--- src/rtl/rc_pkg.sv ---
package rc_pkg;

	localparam int VALUE_W    = 63;
	localparam int VALUE_BITS = 63;
	localparam int MAX_DIGITS = 64;

	localparam int DIGIT_W = 6;
	localparam int CHAR_W  = 7;
	localparam int RADIX_W = 6;
	localparam int ADDR_W  = $clog2(MAX_DIGITS);
	localparam int COUNT_W = $clog2(MAX_DIGITS + 1);
	localparam int STEP_W  = $clog2(VALUE_BITS);

	localparam int PADDR_W = 3;
	localparam int PDATA_W = 32;

	typedef logic [PADDR_W-3:0] reg_idx_t;
	localparam reg_idx_t REG_RADIX = reg_idx_t'(0);

	localparam logic [RADIX_W-1:0] RADIX_RESET = RADIX_W'(10);
	localparam logic [RADIX_W-1:0] RADIX_MIN   = RADIX_W'(2);
	localparam logic [RADIX_W-1:0] RADIX_MAX   = RADIX_W'(36);

	localparam logic [DIGIT_W-1:0] DIGIT_MAX   = DIGIT_W'(35);
	localparam logic [DIGIT_W-1:0] DIGIT_TEN   = DIGIT_W'(10);
	localparam logic [CHAR_W-1:0]  ASCII_ZERO  = CHAR_W'(48);
	localparam logic [CHAR_W-1:0]  ASCII_ALPHA = CHAR_W'(55); // 'A' - 10

	typedef enum logic [2:0] {
		ST_IDLE,
		ST_DIV,
		ST_STORE,
		ST_RD,
		ST_OUT
	} rc_state_t;

	typedef struct packed {
		logic load;  // take a new dividend, clear remainder
		logic next;  // divide the held quotient again
	} rc_div_ctrl_t;

	function automatic logic [CHAR_W-1:0] glyph(input logic [DIGIT_W-1:0] d);
		logic [DIGIT_W-1:0] c;
		c = (d > DIGIT_MAX) ? DIGIT_MAX : d;
		glyph = (c < DIGIT_TEN) ? ASCII_ZERO + CHAR_W'(c) : ASCII_ALPHA + CHAR_W'(c);
	endfunction

	function automatic logic [RADIX_W-1:0] clamp_radix(input logic [RADIX_W-1:0] r);
		if (r < RADIX_MIN) begin
			clamp_radix = RADIX_MIN;
		end else if (r > RADIX_MAX) begin
			clamp_radix = RADIX_MAX;
		end else begin
			clamp_radix = r;
		end
	endfunction

endpackage

--- src/rtl/rc_value_if.sv ---
interface rc_value_if;
	logic                         valid;
	logic                         ready;
	logic [rc_pkg::VALUE_W-1:0]   value;

	modport source(output valid, output value, input ready);
	modport sink(input valid, input value, output ready);
endinterface

--- src/rtl/rc_digit_if.sv ---
interface rc_digit_if;
	logic                        valid;
	logic                        ready;
	logic [rc_pkg::CHAR_W-1:0]   digit_char;
	logic                        last;

	modport source(output valid, output digit_char, output last, input ready);
	modport sink(input valid, input digit_char, input last, output ready);
endinterface

--- src/rtl/radix_converter.sv ---
// Radix converter: turns an unsigned integer into ASCII digits of the base
// held in the radix register (byte address 0, 6 bits, reset 10; values
// below 2 act as 2, above 36 as 36).
// item channel: one request carries value. It is taken only while the block
// is idle; a request sits until the previous conversion has been read out
// of the digit store (the last character may still wait in the output).
// digit channel: one character per request, most significant first, '0'-'9'
// then 'A'-'Z'; last marks the least significant digit. Zero gives '0'.
// Each digit costs one full bit-serial division of VALUE_BITS bits by the
// shared one-bit-per-cycle divider. A value of D digits takes D divisions,
// then each character is read back through ST_RD and ST_OUT; the worst
// case is base 2, 63 digits.
// The digit character sits in an output register; when the receiver
// stalls, readout waits on it and the store keeps the remaining digits.
// Reset empties the output, returns to idle and loads radix 10.
module radix_converter (
	input  logic                              clk,
	input  logic                              arst_n,
	rc_value_if.sink                          item,
	rc_digit_if.source                        digit,
	input  logic                              psel,
	input  logic                              penable,
	input  logic                              pwrite,
	input  logic [rc_pkg::PADDR_W-1:0]        paddr,
	input  logic [rc_pkg::PDATA_W-1:0]        pwdata,
	output logic [rc_pkg::PDATA_W-1:0]        prdata,
	output logic                              pready
);
	rc_pkg::rc_state_t state_q, state_nx;

	logic [rc_pkg::RADIX_W-1:0] radix_q;
	logic [rc_pkg::RADIX_W-1:0] base_q;
	logic [rc_pkg::COUNT_W-1:0] count_q;
	logic                       out_valid_q;
	logic [rc_pkg::CHAR_W-1:0]  out_char_q;
	logic                       out_last_q;

	rc_pkg::rc_div_ctrl_t            div_ctrl;
	logic [rc_pkg::VALUE_BITS-1:0]   quotient;
	logic [rc_pkg::DIGIT_W-1:0]      remainder;
	logic                            div_done;
	logic [rc_pkg::DIGIT_W-1:0]      rd_data;

	logic            accept;
	logic            out_free;
	logic            quot_zero;
	logic            store_full;
	logic            wr_en;
	logic            rd_en;
	logic            load_out;
	rc_pkg::reg_idx_t reg_idx;

	// configuration
	assign pready  = 1'b1;
	assign reg_idx = paddr[rc_pkg::PADDR_W-1:2];

	always_ff @(posedge clk or negedge arst_n) begin
		if (!arst_n) begin
			radix_q <= rc_pkg::RADIX_RESET;
		end else if (psel && penable && pwrite && pready && reg_idx == rc_pkg::REG_RADIX) begin
			radix_q <= pwdata[rc_pkg::RADIX_W-1:0];
		end
	end

	assign prdata = (reg_idx == rc_pkg::REG_RADIX) ? rc_pkg::PDATA_W'(radix_q) : '0;

	// datapath parts
	rc_divider u_div (
		.clk       (clk),
		.arst_n    (arst_n),
		.ctrl      (div_ctrl),
		.dividend  (item.value[rc_pkg::VALUE_BITS-1:0]),
		.base      (base_q),
		.quotient  (quotient),
		.remainder (remainder),
		.done      (div_done)
	);

	rc_digit_ram u_ram (
		.clk     (clk),
		.wr_en   (wr_en),
		.wr_addr (count_q[rc_pkg::ADDR_W-1:0]),
		.wr_data (remainder),
		.rd_en   (rd_en),
		.rd_addr (rc_pkg::ADDR_W'(count_q - rc_pkg::COUNT_W'(1))),
		.rd_data (rd_data)
	);

	assign out_free   = !out_valid_q || digit.ready;
	assign quot_zero  = (quotient == '0);
	assign store_full = (count_q == rc_pkg::COUNT_W'(rc_pkg::MAX_DIGITS - 1));

	// next state
	always_comb begin
		state_nx = state_q;
		case (state_q)
			rc_pkg::ST_IDLE: begin
				if (item.valid) state_nx = rc_pkg::ST_DIV;
			end
			rc_pkg::ST_DIV: begin
				if (div_done) state_nx = rc_pkg::ST_STORE;
			end
			rc_pkg::ST_STORE: begin
				state_nx = (quot_zero || store_full) ? rc_pkg::ST_RD : rc_pkg::ST_DIV;
			end
			rc_pkg::ST_RD: begin
				if (out_free) state_nx = rc_pkg::ST_OUT;
			end
			rc_pkg::ST_OUT: begin
				state_nx = (count_q == '0) ? rc_pkg::ST_IDLE : rc_pkg::ST_RD;
			end
			default: state_nx = rc_pkg::ST_IDLE;
		endcase
	end

	// state outputs
	always_comb begin
		item.ready    = 1'b0;
		div_ctrl.load = 1'b0;
		div_ctrl.next = 1'b0;
		wr_en         = 1'b0;
		rd_en         = 1'b0;
		load_out      = 1'b0;
		case (state_q)
			rc_pkg::ST_IDLE: begin
				item.ready    = 1'b1;
				div_ctrl.load = item.valid;
			end
			rc_pkg::ST_STORE: begin
				wr_en         = 1'b1;
				div_ctrl.next = !(quot_zero || store_full);
			end
			rc_pkg::ST_RD: begin
				rd_en = out_free;
			end
			rc_pkg::ST_OUT: begin
				load_out = 1'b1;
			end
			default: begin
			end
		endcase
	end

	assign accept = item.valid && item.ready;

	always_ff @(posedge clk or negedge arst_n) begin
		if (!arst_n) begin
			state_q     <= rc_pkg::ST_IDLE;
			count_q     <= '0;
			out_valid_q <= 1'b0;
		end else begin
			state_q <= state_nx;
			if (accept) begin
				count_q <= '0;
			end else if (wr_en) begin
				count_q <= count_q + rc_pkg::COUNT_W'(1);
			end else if (rd_en) begin
				count_q <= count_q - rc_pkg::COUNT_W'(1);
			end
			if (load_out) begin
				out_valid_q <= 1'b1;
			end else if (digit.ready) begin
				out_valid_q <= 1'b0;
			end
		end
	end

	always_ff @(posedge clk) begin
		if (accept) begin
			base_q <= rc_pkg::clamp_radix(radix_q);
		end
		if (load_out) begin
			out_char_q <= rc_pkg::glyph(rd_data);
			out_last_q <= (count_q == '0);
		end
	end

	assign digit.valid      = out_valid_q;
	assign digit.digit_char = out_char_q;
	assign digit.last       = out_last_q;

	// checks
	a_accept_div: assert property (@(posedge clk) disable iff (!arst_n)
		accept |=> state_q == rc_pkg::ST_DIV)
		else $error("division did not start after request");

	a_out_loaded: assert property (@(posedge clk) disable iff (!arst_n)
		state_q == rc_pkg::ST_OUT |=> out_valid_q)
		else $error("character not presented after readout");

	a_count_range: assert property (@(posedge clk) disable iff (!arst_n)
		count_q <= rc_pkg::COUNT_W'(rc_pkg::MAX_DIGITS))
		else $error("digit count beyond store depth");

	a_out_room: assert property (@(posedge clk) disable iff (!arst_n)
		state_q == rc_pkg::ST_OUT |-> !out_valid_q)
		else $error("character register overwritten");
endmodule

--- src/rtl/rc_divider.sv ---
// Restoring divider, one quotient bit per cycle. The quotient replaces the
// dividend in place, so a following division just restarts on it.
module rc_divider (
	input  logic                            clk,
	input  logic                            arst_n,
	input  rc_pkg::rc_div_ctrl_t            ctrl,
	input  logic [rc_pkg::VALUE_BITS-1:0]   dividend,
	input  logic [rc_pkg::RADIX_W-1:0]      base,
	output logic [rc_pkg::VALUE_BITS-1:0]   quotient,
	output logic [rc_pkg::DIGIT_W-1:0]      remainder,
	output logic                            done
);
	logic [rc_pkg::VALUE_BITS-1:0] quot_q;
	logic [rc_pkg::DIGIT_W-1:0]    rem_q;
	logic [rc_pkg::STEP_W-1:0]     step_q;
	logic                          busy_q;

	logic [rc_pkg::DIGIT_W:0] trial;
	logic                     ge;
	logic [rc_pkg::DIGIT_W:0] diff;

	assign trial = {rem_q, quot_q[rc_pkg::VALUE_BITS-1]};
	assign ge    = trial >= (rc_pkg::DIGIT_W+1)'(base);
	assign diff  = trial - (rc_pkg::DIGIT_W+1)'(base);
	assign done  = busy_q && (step_q == rc_pkg::STEP_W'(rc_pkg::VALUE_BITS - 1));

	always_ff @(posedge clk or negedge arst_n) begin
		if (!arst_n) begin
			busy_q <= 1'b0;
			step_q <= '0;
		end else if (ctrl.load || ctrl.next) begin
			busy_q <= 1'b1;
			step_q <= '0;
		end else if (busy_q) begin
			busy_q <= !done;
			step_q <= step_q + rc_pkg::STEP_W'(1);
		end
	end

	always_ff @(posedge clk) begin
		if (ctrl.load) begin
			quot_q <= dividend;
			rem_q  <= '0;
		end else if (ctrl.next) begin
			rem_q <= '0;
		end else if (busy_q) begin
			quot_q <= {quot_q[rc_pkg::VALUE_BITS-2:0], ge};
			rem_q  <= ge ? diff[rc_pkg::DIGIT_W-1:0] : trial[rc_pkg::DIGIT_W-1:0];
		end
	end

	assign quotient  = quot_q;
	assign remainder = rem_q;
endmodule

--- src/rtl/rc_digit_ram.sv ---
module rc_digit_ram (
	input  logic                           clk,
	input  logic                           wr_en,
	input  logic [rc_pkg::ADDR_W-1:0]      wr_addr,
	input  logic [rc_pkg::DIGIT_W-1:0]     wr_data,
	input  logic                           rd_en,
	input  logic [rc_pkg::ADDR_W-1:0]      rd_addr,
	output logic [rc_pkg::DIGIT_W-1:0]     rd_data
);
	logic [rc_pkg::DIGIT_W-1:0] mem [rc_pkg::MAX_DIGITS];
	logic [rc_pkg::DIGIT_W-1:0] rd_data_q;

	always_ff @(posedge clk) begin
		if (wr_en) begin
			mem[wr_addr] <= wr_data;
		end
		if (rd_en) begin
			rd_data_q <= mem[rd_addr];
		end
	end

	assign rd_data = rd_data_q;
endmodule
--- src/flat_wrapper.sv ---
// flat-port wrapper written by rule: the top's interface ports become plain ports
module radix_converter_flat 
  (clk, arst_n, psel, penable, pwrite, paddr, pwdata, prdata, pready, item_valid, item_value, item_ready, digit_valid, digit_digit_char, digit_last, digit_ready);
  rc_value_if item_i ();
  rc_digit_if digit_i ();
  input  logic clk;
  input  logic arst_n;
  input  logic psel;
  input  logic penable;
  input  logic pwrite;
  input  logic [rc_pkg::PADDR_W-1:0] paddr;
  input  logic [rc_pkg::PDATA_W-1:0] pwdata;
  output logic [rc_pkg::PDATA_W-1:0] prdata;
  output logic pready;
  input wire logic [$bits(item_i.valid)-1:0] item_valid;
  input wire logic [$bits(item_i.value)-1:0] item_value;
  output wire logic [$bits(item_i.ready)-1:0] item_ready;
  output wire logic [$bits(digit_i.valid)-1:0] digit_valid;
  output wire logic [$bits(digit_i.digit_char)-1:0] digit_digit_char;
  output wire logic [$bits(digit_i.last)-1:0] digit_last;
  input wire logic [$bits(digit_i.ready)-1:0] digit_ready;
  assign item_i.valid = item_valid;
  assign item_i.value = item_value;
  assign item_ready = item_i.ready;
  assign digit_valid = digit_i.valid;
  assign digit_digit_char = digit_i.digit_char;
  assign digit_last = digit_i.last;
  assign digit_i.ready = digit_ready;
  radix_converter u_core (.clk(clk), .arst_n(arst_n), .item(item_i), .digit(digit_i), .psel(psel), .penable(penable), .pwrite(pwrite), .paddr(paddr), .pwdata(pwdata), .prdata(prdata), .pready(pready));
endmodule
--- config.mk ---
export PLATFORM = sky130hd
export DESIGN_NAME = radix_converter_flat
export DESIGN_NICKNAME = d
export VERILOG_FILES = /design/src/rtl/rc_pkg.sv /design/src/rtl/rc_value_if.sv /design/src/rtl/rc_digit_if.sv /design/src/rtl/radix_converter.sv /design/src/rtl/rc_divider.sv /design/src/rtl/rc_digit_ram.sv /design/src/flat_wrapper.sv
export SDC_FILE = /design/constraint.sdc
export NUM_CORES = 1
export LEC_CHECK = 0
export BUFFER_PORTS_ARGS = -buffer_cell sky130_fd_sc_hd__clkbuf_2
export CORE_MARGIN = 8
export CORE_UTILIZATION = 40
export CTS_CLUSTER_DIAMETER = 100
export CTS_CLUSTER_SIZE = 40
export DETAILED_ROUTE_END_ITERATION = 7
export GPL_TIMING_DRIVEN = 0
export SLEW_MARGIN = 20
export SYNTH_ARGS = -nofsm -noshare
export SYNTH_HDL_FRONTEND = slang
export SYNTH_SLANG_ARGS = --single-unit
--- constraint.sdc ---
create_clock -name clk -period 8.8 [get_ports clk]
set_input_delay 0 -clock clk [delete_from_list [all_inputs] [get_ports clk]]
set_output_delay 0 -clock clk [all_outputs]
set_load 0.05 [all_outputs]
==> flow_summary.json, run 1 <==
{
  "finalCriticalPeriod_ns": 4.38,
  "die_w_microns": 244,
  "ctsResizeCount": 0,
  "drt-total-wl_mm": 46.6,
  "rsz0062_at_grt": "no",
  "routed_via_density": 5.29,
  "multi_input_area_sq_um": 5550,
  "fillerInstances": 4435,
  "post-route-drc-count": 0,
  "yosysUniqueCellTypes": 63,
  "fin_cells": 2178,
  "htreeDepth": 1,
  "synthFlopType": "edfxtp_1",
  "slew_headroom_pct": 36.4,
  "worstPathRequired_ns": 9.09,
  "r2r_slack_ns": 4.42,
  "antenna_found_initial": 0,
  "cts_buffers": 17,
  "io_buffers": 92,
  "grt_pass1_vias": 11600,
  "gp_congestion": 0.875,
  "p_leak_nw": 8.13,
  "grt-ovfl-total": 0,
  "rows": 83,
  "wire_per_inst_microns": 21.4,
  "clock_sinks": 497,
  "setup_violations": 0,
  "grt_pass1_wl_mm": 71.7,
  "tightest_slew_ns": 0.954,
  "die_y_microns": 244,
  "die_area_sq_um": 59500,
  "period_share_pct": 49.8,
  "maxSlewViolCount": 0,
  "async_flop_share_pct": 4.83,
  "place_hpwl_mm": 30.9,
  "tns_ns": 0,
  "io_pins": 148,
  "fin_nets": 1607,
  "cp_max_fo": 10,
  "startpoint_type": "flop",
  "num_vias": 11500,
  "p_per_area_nw_per_um2": 311,
  "dp_cells": 2072,
  "critPathKind": "reg -> reg",
  "area_growth_pct": 13.5,
  "diodes": 0,
  "drt_first_iter_violations": 1161,
  "cts_tree": "built",
  "hp-class": "in -> async",
  "syn_area_sq_um": 20800,
  "cts_buffer_depth": 3,
  "synth.ff_latch_count": 497,
  "grt_start_max_net_pins": 69,
  "cts_root_buf": "clkbuf_16",
  "synth_seq_area_share_pct": 71.0,
  "synthTopCellsByArea": "edfxtp_1 68%, mux4_2 12%, nand2_1 4.0%, dfrtp_1 2.7%, nor2_1 1.8%",
  "start_util_pct": 40.5,
  "antenna_left": 0,
  "peakVddDrop_v": 0.000142,
  "ys_warn_count": 0,
  "cap_violations": 0,
  "fmax_mhz": 228,
  "avgSynthCellArea_sq_um": 16.3,
  "final_layout_size_suffix_gt1_share_pct": 19.7,
  "drt-pass1-iter-count": 5,
  "hold_viol_final": 0,
  "clkTransAtPathRegs_ns": 0.14,
  "grt_usage_pct": 15.4,
  "synth_edf_count": 467,
  "end_kind": "flop",
  "arrival_ns": 4.66,
  "outcome": "finished clean",
  "synth_top_area_cell": "edfxtp_1",
  "seq_area_sq_um": 14800,
  "synth_cells": 1272,
  "core_sq_um": 51300,
  "clk-insertion-delay-late_ns": 0.55,
  "skew_ns": 0.0372,
  "synth.top_cell.area_share_pct": 67.5
}
==> registers in the layout, summed over array words and instances, names as in the netlist <==
name and cells:
u_core.u_ram.rd_data 6, u_core.count_q 7, u_core.base_q 6, u_core.u_div.step_q 6, u_core.u_ram.mem 384, u_core.radix_q 6
u_core.state_q 3, u_core.digit.digit_char 7, u_core.digit.valid 1, u_core.u_div.quotient 63, u_core.u_div.remainder 6, u_core.digit.last 1
u_core.u_div.busy_q 1
==> worst max-delay path: stages, from the launching register on <==
cell and delay, ns:
dfrtp_1 0.39, buf_6 0.14, buf_2 0.36, buf_2 0.37, inv_1 0.16, ha_1 0.31, buf_2 0.30, clkbuf_1 0.62
mux4_2 0.45, mux4_2 0.49, a22oi_1 0.36, o41ai_1 0.14
==> worst paths after layout <==
kind	startpoint	end	depth (start not counted)
min in group clk	item_value[56]	u_core.u_div.quotient[56]	4
max in group asynchronous	arst_n	u_core.count_q[2]	2
setup reg to reg	u_core.count_q[0]	u_core.u_ram.rd_data[4]	11
hold reg to reg	u_core.u_div.quotient[25]	u_core.u_div.quotient[26]	2
hold / removal	arst_n	u_core.u_div.step_q[1]	2
setup / recovery	u_core.count_q[0]	u_core.u_ram.rd_data[4]	11
==> cells in the mapped netlist (13+ instances only) <==
cell type / instances
a211oi_1: 18
and2_1: 13
buf_2: 14
buf_4: 29
clkbuf_1: 36
dfrtp_1: 22
edfxtp_1: 467
inv_1: 17
mux4_2: 107
nand2_1: 222
nand3_1: 13
nor2_1: 97
nor2b_1: 16
nor4_1: 16
o21ai_0: 13
==> power breakdown <==
part           leakage [nW]  internal, mW  switching, mW
clock                 0.246         0.381          0.696
combinational          3.18          1.15           1.51
sequential             4.70          3.18          0.404
total                  8.13          4.72           2.61
==> cells in the final DEF, fill, tap and decap left out, types with 9 or more instances in the layout <==
master         synthesis  layout
nand2b_1               9       9
a211oi_1              18      18
nand3_1               13      13
dfrtp_1               22      22
buf_4                 29      30
a21oi_1                9       9
xnor2_1               12      12
buf_2                 14      14
o21ai_0               13      12
mux4_2               107     107
nand2_1              222     222
clkbuf_16              0      17
conb_1                 2      27
ha_1                  12      12
nor2b_1               16      16
nor4_1                16      16
edfxtp_1             467     467
mux2i_1               10      10
clkbuf_2               0      92
clkbuf_1              36      40
dlygate4sd3_1          0      78
nor3_1                 9       9
and2_1                13      13
nor2_1                97      97
inv_1                 17      17
==> per-stage QoR <==
stage	power, mW	worst slack [ns]	hold slack, ns	instance area (sq um)	util [%]
CTS	7.39	4.36	0.00281	23600	46.0
floorplan	5.36	2.62	-0.296	20900	-
detailed placement	6.29	4.39	0.0814	22300	43.4
global route	7.70	4.24	0.0455	23600	46.0
finish	7.33	4.42	0.00496	23600	46.0
global placement	6.26	0.379	0.0608	22200	43.2
==> timing repair <==
| item | in CTS | in global routing |
|---|---|---|
| hold buffers | 78 | 0 |
| setup buffers | 0 | 0 |
| endpoints found under the hold margin | 96 | 0 |
==> layout make-up <==
class / instances / area share (%)
Buffer: 89 / 2.19
Clock buffer: 21 / 1.87
Clock inverter: 7 / 0.345
Inverter: 18 / 0.287
Multi-Input combinational cell: 693 / 23.5
Sequential cell: 497 / 62.6
Tap cell: 680 / 3.61
Timing Repair Buffer: 173 / 5.53
==> metal layers <==
metal / share of wire, % / global-route usage [%]
met1: 44 / 21.8
met2: 49 / 25.5
met3: 5.5 / 2.01
met4: 1.7 / 3.14
met5: 0 / 0
==> kinds of logic (layout without fill, tap and decap cells) <==
| group | Yosys count | in the layout | share of synthesized area (%) |
|---|---|---|---|
| other cells | 2 | 27 | 0.0362 |
| xor+xnor | 20 | 20 | 0.880 |
| fa+ha+maj | 13 | 13 | 0.819 |
| simple gates | 424 | 424 | 8.97 |
| flops | 497 | 497 | 71.0 |
| mux | 124 | 124 | 12.5 |
| buf+inv | 107 | 308 | 2.81 |
| compound gates | 85 | 85 | 2.94 |
Note: power is estimated with default switching activity, not from simulation.
==> inputs of run 2 (changes only) <==
Settings changed: ABC_AREA set to 1.
Clock period 8.8 ns to 4.5 ns, I/O delays scaled along.
==> run 2 against run 1 <==
The run now ends with hold timing left. Wire length increased by 29%. Non-clock buffer count up 41. Worst hold slack got worse by 0.022 ns. Largest power group is now combinational cells. Clock skew fell by 0.0032 ns. Maximum frequency up 4.9%. Sequential power up 89%. Die area grew 4.7%. Utilization about the same. Register-to-register slack worse by 4.1 ns.
==> flow_summary.json, run 2 <==
{
  "grt_pass1_vias": 15400,
  "period_share_pct": 92.8,
  "hold_buffers": 74,
  "final_common_cell": "nand2_1",
  "outcome": "complete, but fails checks",
  "async_flop_share_pct": 4.83,
  "synth.ff_latch_count": 497,
  "end_kind": "flop",
  "power_mw": 16.9,
  "startpoint_type": "flop",
  "grt-ovfl-total": 0,
  "cap_violations": 0,
  "start_util_pct": 40.5,
  "hold_viol_final": 5,
  "postCtsSetupBuffers": 0,
  "die_w_microns": 249,
  "clock_sinks": 497,
  "antenna_left": 0,
  "layout_common_cells": "572 x nand2_1, 467 x edfxtp_1, 380 x nor2_1",
  "routed_via_density": 5.15,
  "p_per_area_nw_per_um2": 686,
  "synthFlopType": "edfxtp_1",
  "grt_usage_pct": 18.8,
  "final_layout_size_suffix_gt1_share_pct": 9.40,
  "clk-insertion-delay-late_ns": 0.59,
  "critPathKind": "reg -> reg",
  "cts_buffers": 17,
  "peakVddDrop_v": 0.000437,
  "r2r_slack_ns": 0.32,
  "gp_congestion": 0.966,
  "finalCriticalPeriod_ns": 4.18,
  "setup_slack_ns": 0.324,
  "cts_root_buf": "clkbuf_16",
  "area_growth_pct": 13.3,
  "regMostFlops": "u_core.u_ram.mem",
  "fin_hold_ws_ns": -0.0174,
  "arrival_ns": 4.49,
  "dp_cells": 2925,
  "synth_seq_area_share_pct": 67.6,
  "ctsResizeCount": 0,
  "cts_tree": "built",
  "drt-total-wl_mm": 60.1,
  "avgSynthCellArea_sq_um": 10.4,
  "violations": "hold timing",
  "timing.rr.start": "u_core.count_q[0]",
  "place_hpwl_mm": 41.1,
  "hp-class": "in -> async",
  "preCtsSetupSlack_ns": 0.419,
  "skew_ns": 0.0340,
  "io_pins": 148,
  "synth_edf_count": 467,
  "synth_top_area_cell": "edfxtp_1",
  "clkTransAtPathRegs_ns": 0.15,
  "largest_register_ffs": 384,
  "fmax_mhz": 239,
  "r2r_cells": 16,
  "syn_area_sq_um": 21800,
  "drt_first_iter_violations": 1707,
  "fin_cells": 3028,
  "ys_warn_count": 0,
  "reg2reg_to": "u_core.u_ram.rd_data[5]",
  "core_sq_um": 53800,
  "grt_start_max_net_pins": 68,
  "cts_buffer_depth": 3,
  "worstPathRequired_ns": 4.81,
  "die_area_sq_um": 62200,
  "io_buffers": 92,
  "num_vias": 15600,
  "rows": 85,
  "post-route-drc-count": 0,
  "rsz0062_at_grt": "no",
  "fin_nets": 2440,
  "wire_per_inst_microns": 19.9,
  "htreeDepth": 1,
  "p_leak_nw": 9.66,
  "synth.top_cell.area_share_pct": 64.3,
  "maxSlewViolCount": 0,
  "synthTopCellsByCount": "572 x nand2_1, 467 x edfxtp_1, 380 x nor2_1",
  "synth_cells": 2106,
  "die_y_microns": 249,
  "synthTopCellsByArea": "edfxtp_1 64%, nand2_1 9.8%, nor2_1 6.5%, nand3_1 5.3%, o21ai_0 2.8%",
  "grt_pass1_wl_mm": 91.4,
  "setup_violations": 0,
  "drt-pass1-iter-count": 6,
  "tightest_slew_ns": 0.949,
  "synth.most_common_cell": "nand2_1",
  "yosysUniqueCellTypes": 33,
  "cp_max_fo": 11,
  "slew_headroom_pct": 36.5,
  "tns_ns": 0,
  "antenna_found_initial": 1
}
run 2: cell types whose count changed after synthesis, moves of 18 or more:
| cell | change |
|---|---|
| mux4_2 | -107 |
| o21ai_0 | +111 |
| nand2_1 | +350 |
| inv_1 | +58 |
| nand3_1 | +216 |
| a211oi_1 | -18 |
| buf_2 | +20 |
| nor2_1 | +283 |
run 2: report_power, final:
group	leakage (nW)	total (mW)	internal, mW	switching [mW]
registers	4.69	6.80	6.25	0.546
logic	4.70	7.92	2.25	5.67
clock network	0.266	2.22	0.812	1.40
total	9.66	16.9	9.32	7.62
run 2: critical path, cell delays in order (launching register included):
cell	delay [ns]
dfrtp_1	0.40
buf_4	0.19
inv_2	0.18
buf_6	0.24
buf_6	0.20
buf_2	0.29
ha_1	0.27
buf_2	0.22
inv_2	0.16
clkbuf_1	0.66
nor2_1	0.10
o21ai_0	0.24
nand3_1	0.20
nand3_1	0.15
nand3_1	0.11
nand3_1	0.15
nand2_1	0.14
run 2: cell type report:
| class | instances | area, sq um |
|---|---|---|
| fillers | 4991 | 29100 |
| flip-flops and latches | 497 | 14800 |
| multi-input cells | 1421 | 6140 |
| repair buffers | 172 | 1350 |
| well taps | 696 | 871 |
| plain buffers | 131 | 707 |
| clock buffers | 20 | 447 |
| inverters | 82 | 313 |
| clock inverters | 8 | 110 |
| diodes | 1 | 2.50 |
run 2: cell families (layout without fill, tap and decap cells):
logic type | Yosys count | after routing | synth area share (%)
xor gates and xnor gates | 15 | 15 | 0.775
DFF | 497 | 497 | 67.6
adders and majority gates | 13 | 13 | 0.780
buffers and inverters | 213 | 413 | 4.66
AOI/OAI and AO/OA | 162 | 162 | 3.76
other | 2 | 28 | 0.0344
and+or+nand+nor | 1204 | 1204 | 22.4
run 2: how the worst max path moves through the flow:
stage / startpoint / end / slack [ns] / cells past startpoint
global placement: u_core.u_div.remainder[2] / u_core.u_div.remainder[4] / 0.15 / 8
CTS: u_core.count_q[0] / u_core.u_ram.rd_data[0] / 0.42 / 16
finish: u_core.count_q[0] / u_core.u_ram.rd_data[5] / 0.32 / 16
global route: u_core.count_q[0] / u_core.u_ram.rd_data[2] / 0.30 / 16
detailed placement: u_core.count_q[0] / u_core.u_ram.rd_data[0] / 0.42 / 16
floorplan: u_core.count_q[5] / u_core.u_div.quotient[0] / 1.82 / 7
run 2: stage by stage:
step,hold WS [ns],util (%),instance area [sq um]
3_3_place_gp,0.0692,43.2,23200
2_1_floorplan,-0.296,-,21900
3_5_place_dp,0.0807,43.5,23400
5_1_grt,0.0461,45.9,24700
6_report,-0.0174,45.9,24700
4_1_cts,0.00323,45.9,24700
run 2: metal layers:
layer	track usage [%]	vias up	part of all wire, %
met5	0	-	0
met4	5.00	0	3.0
met3	2.60	106	6.0
met2	32.4	564	48
met1	24.6	7484	43
li1	-	7450	-
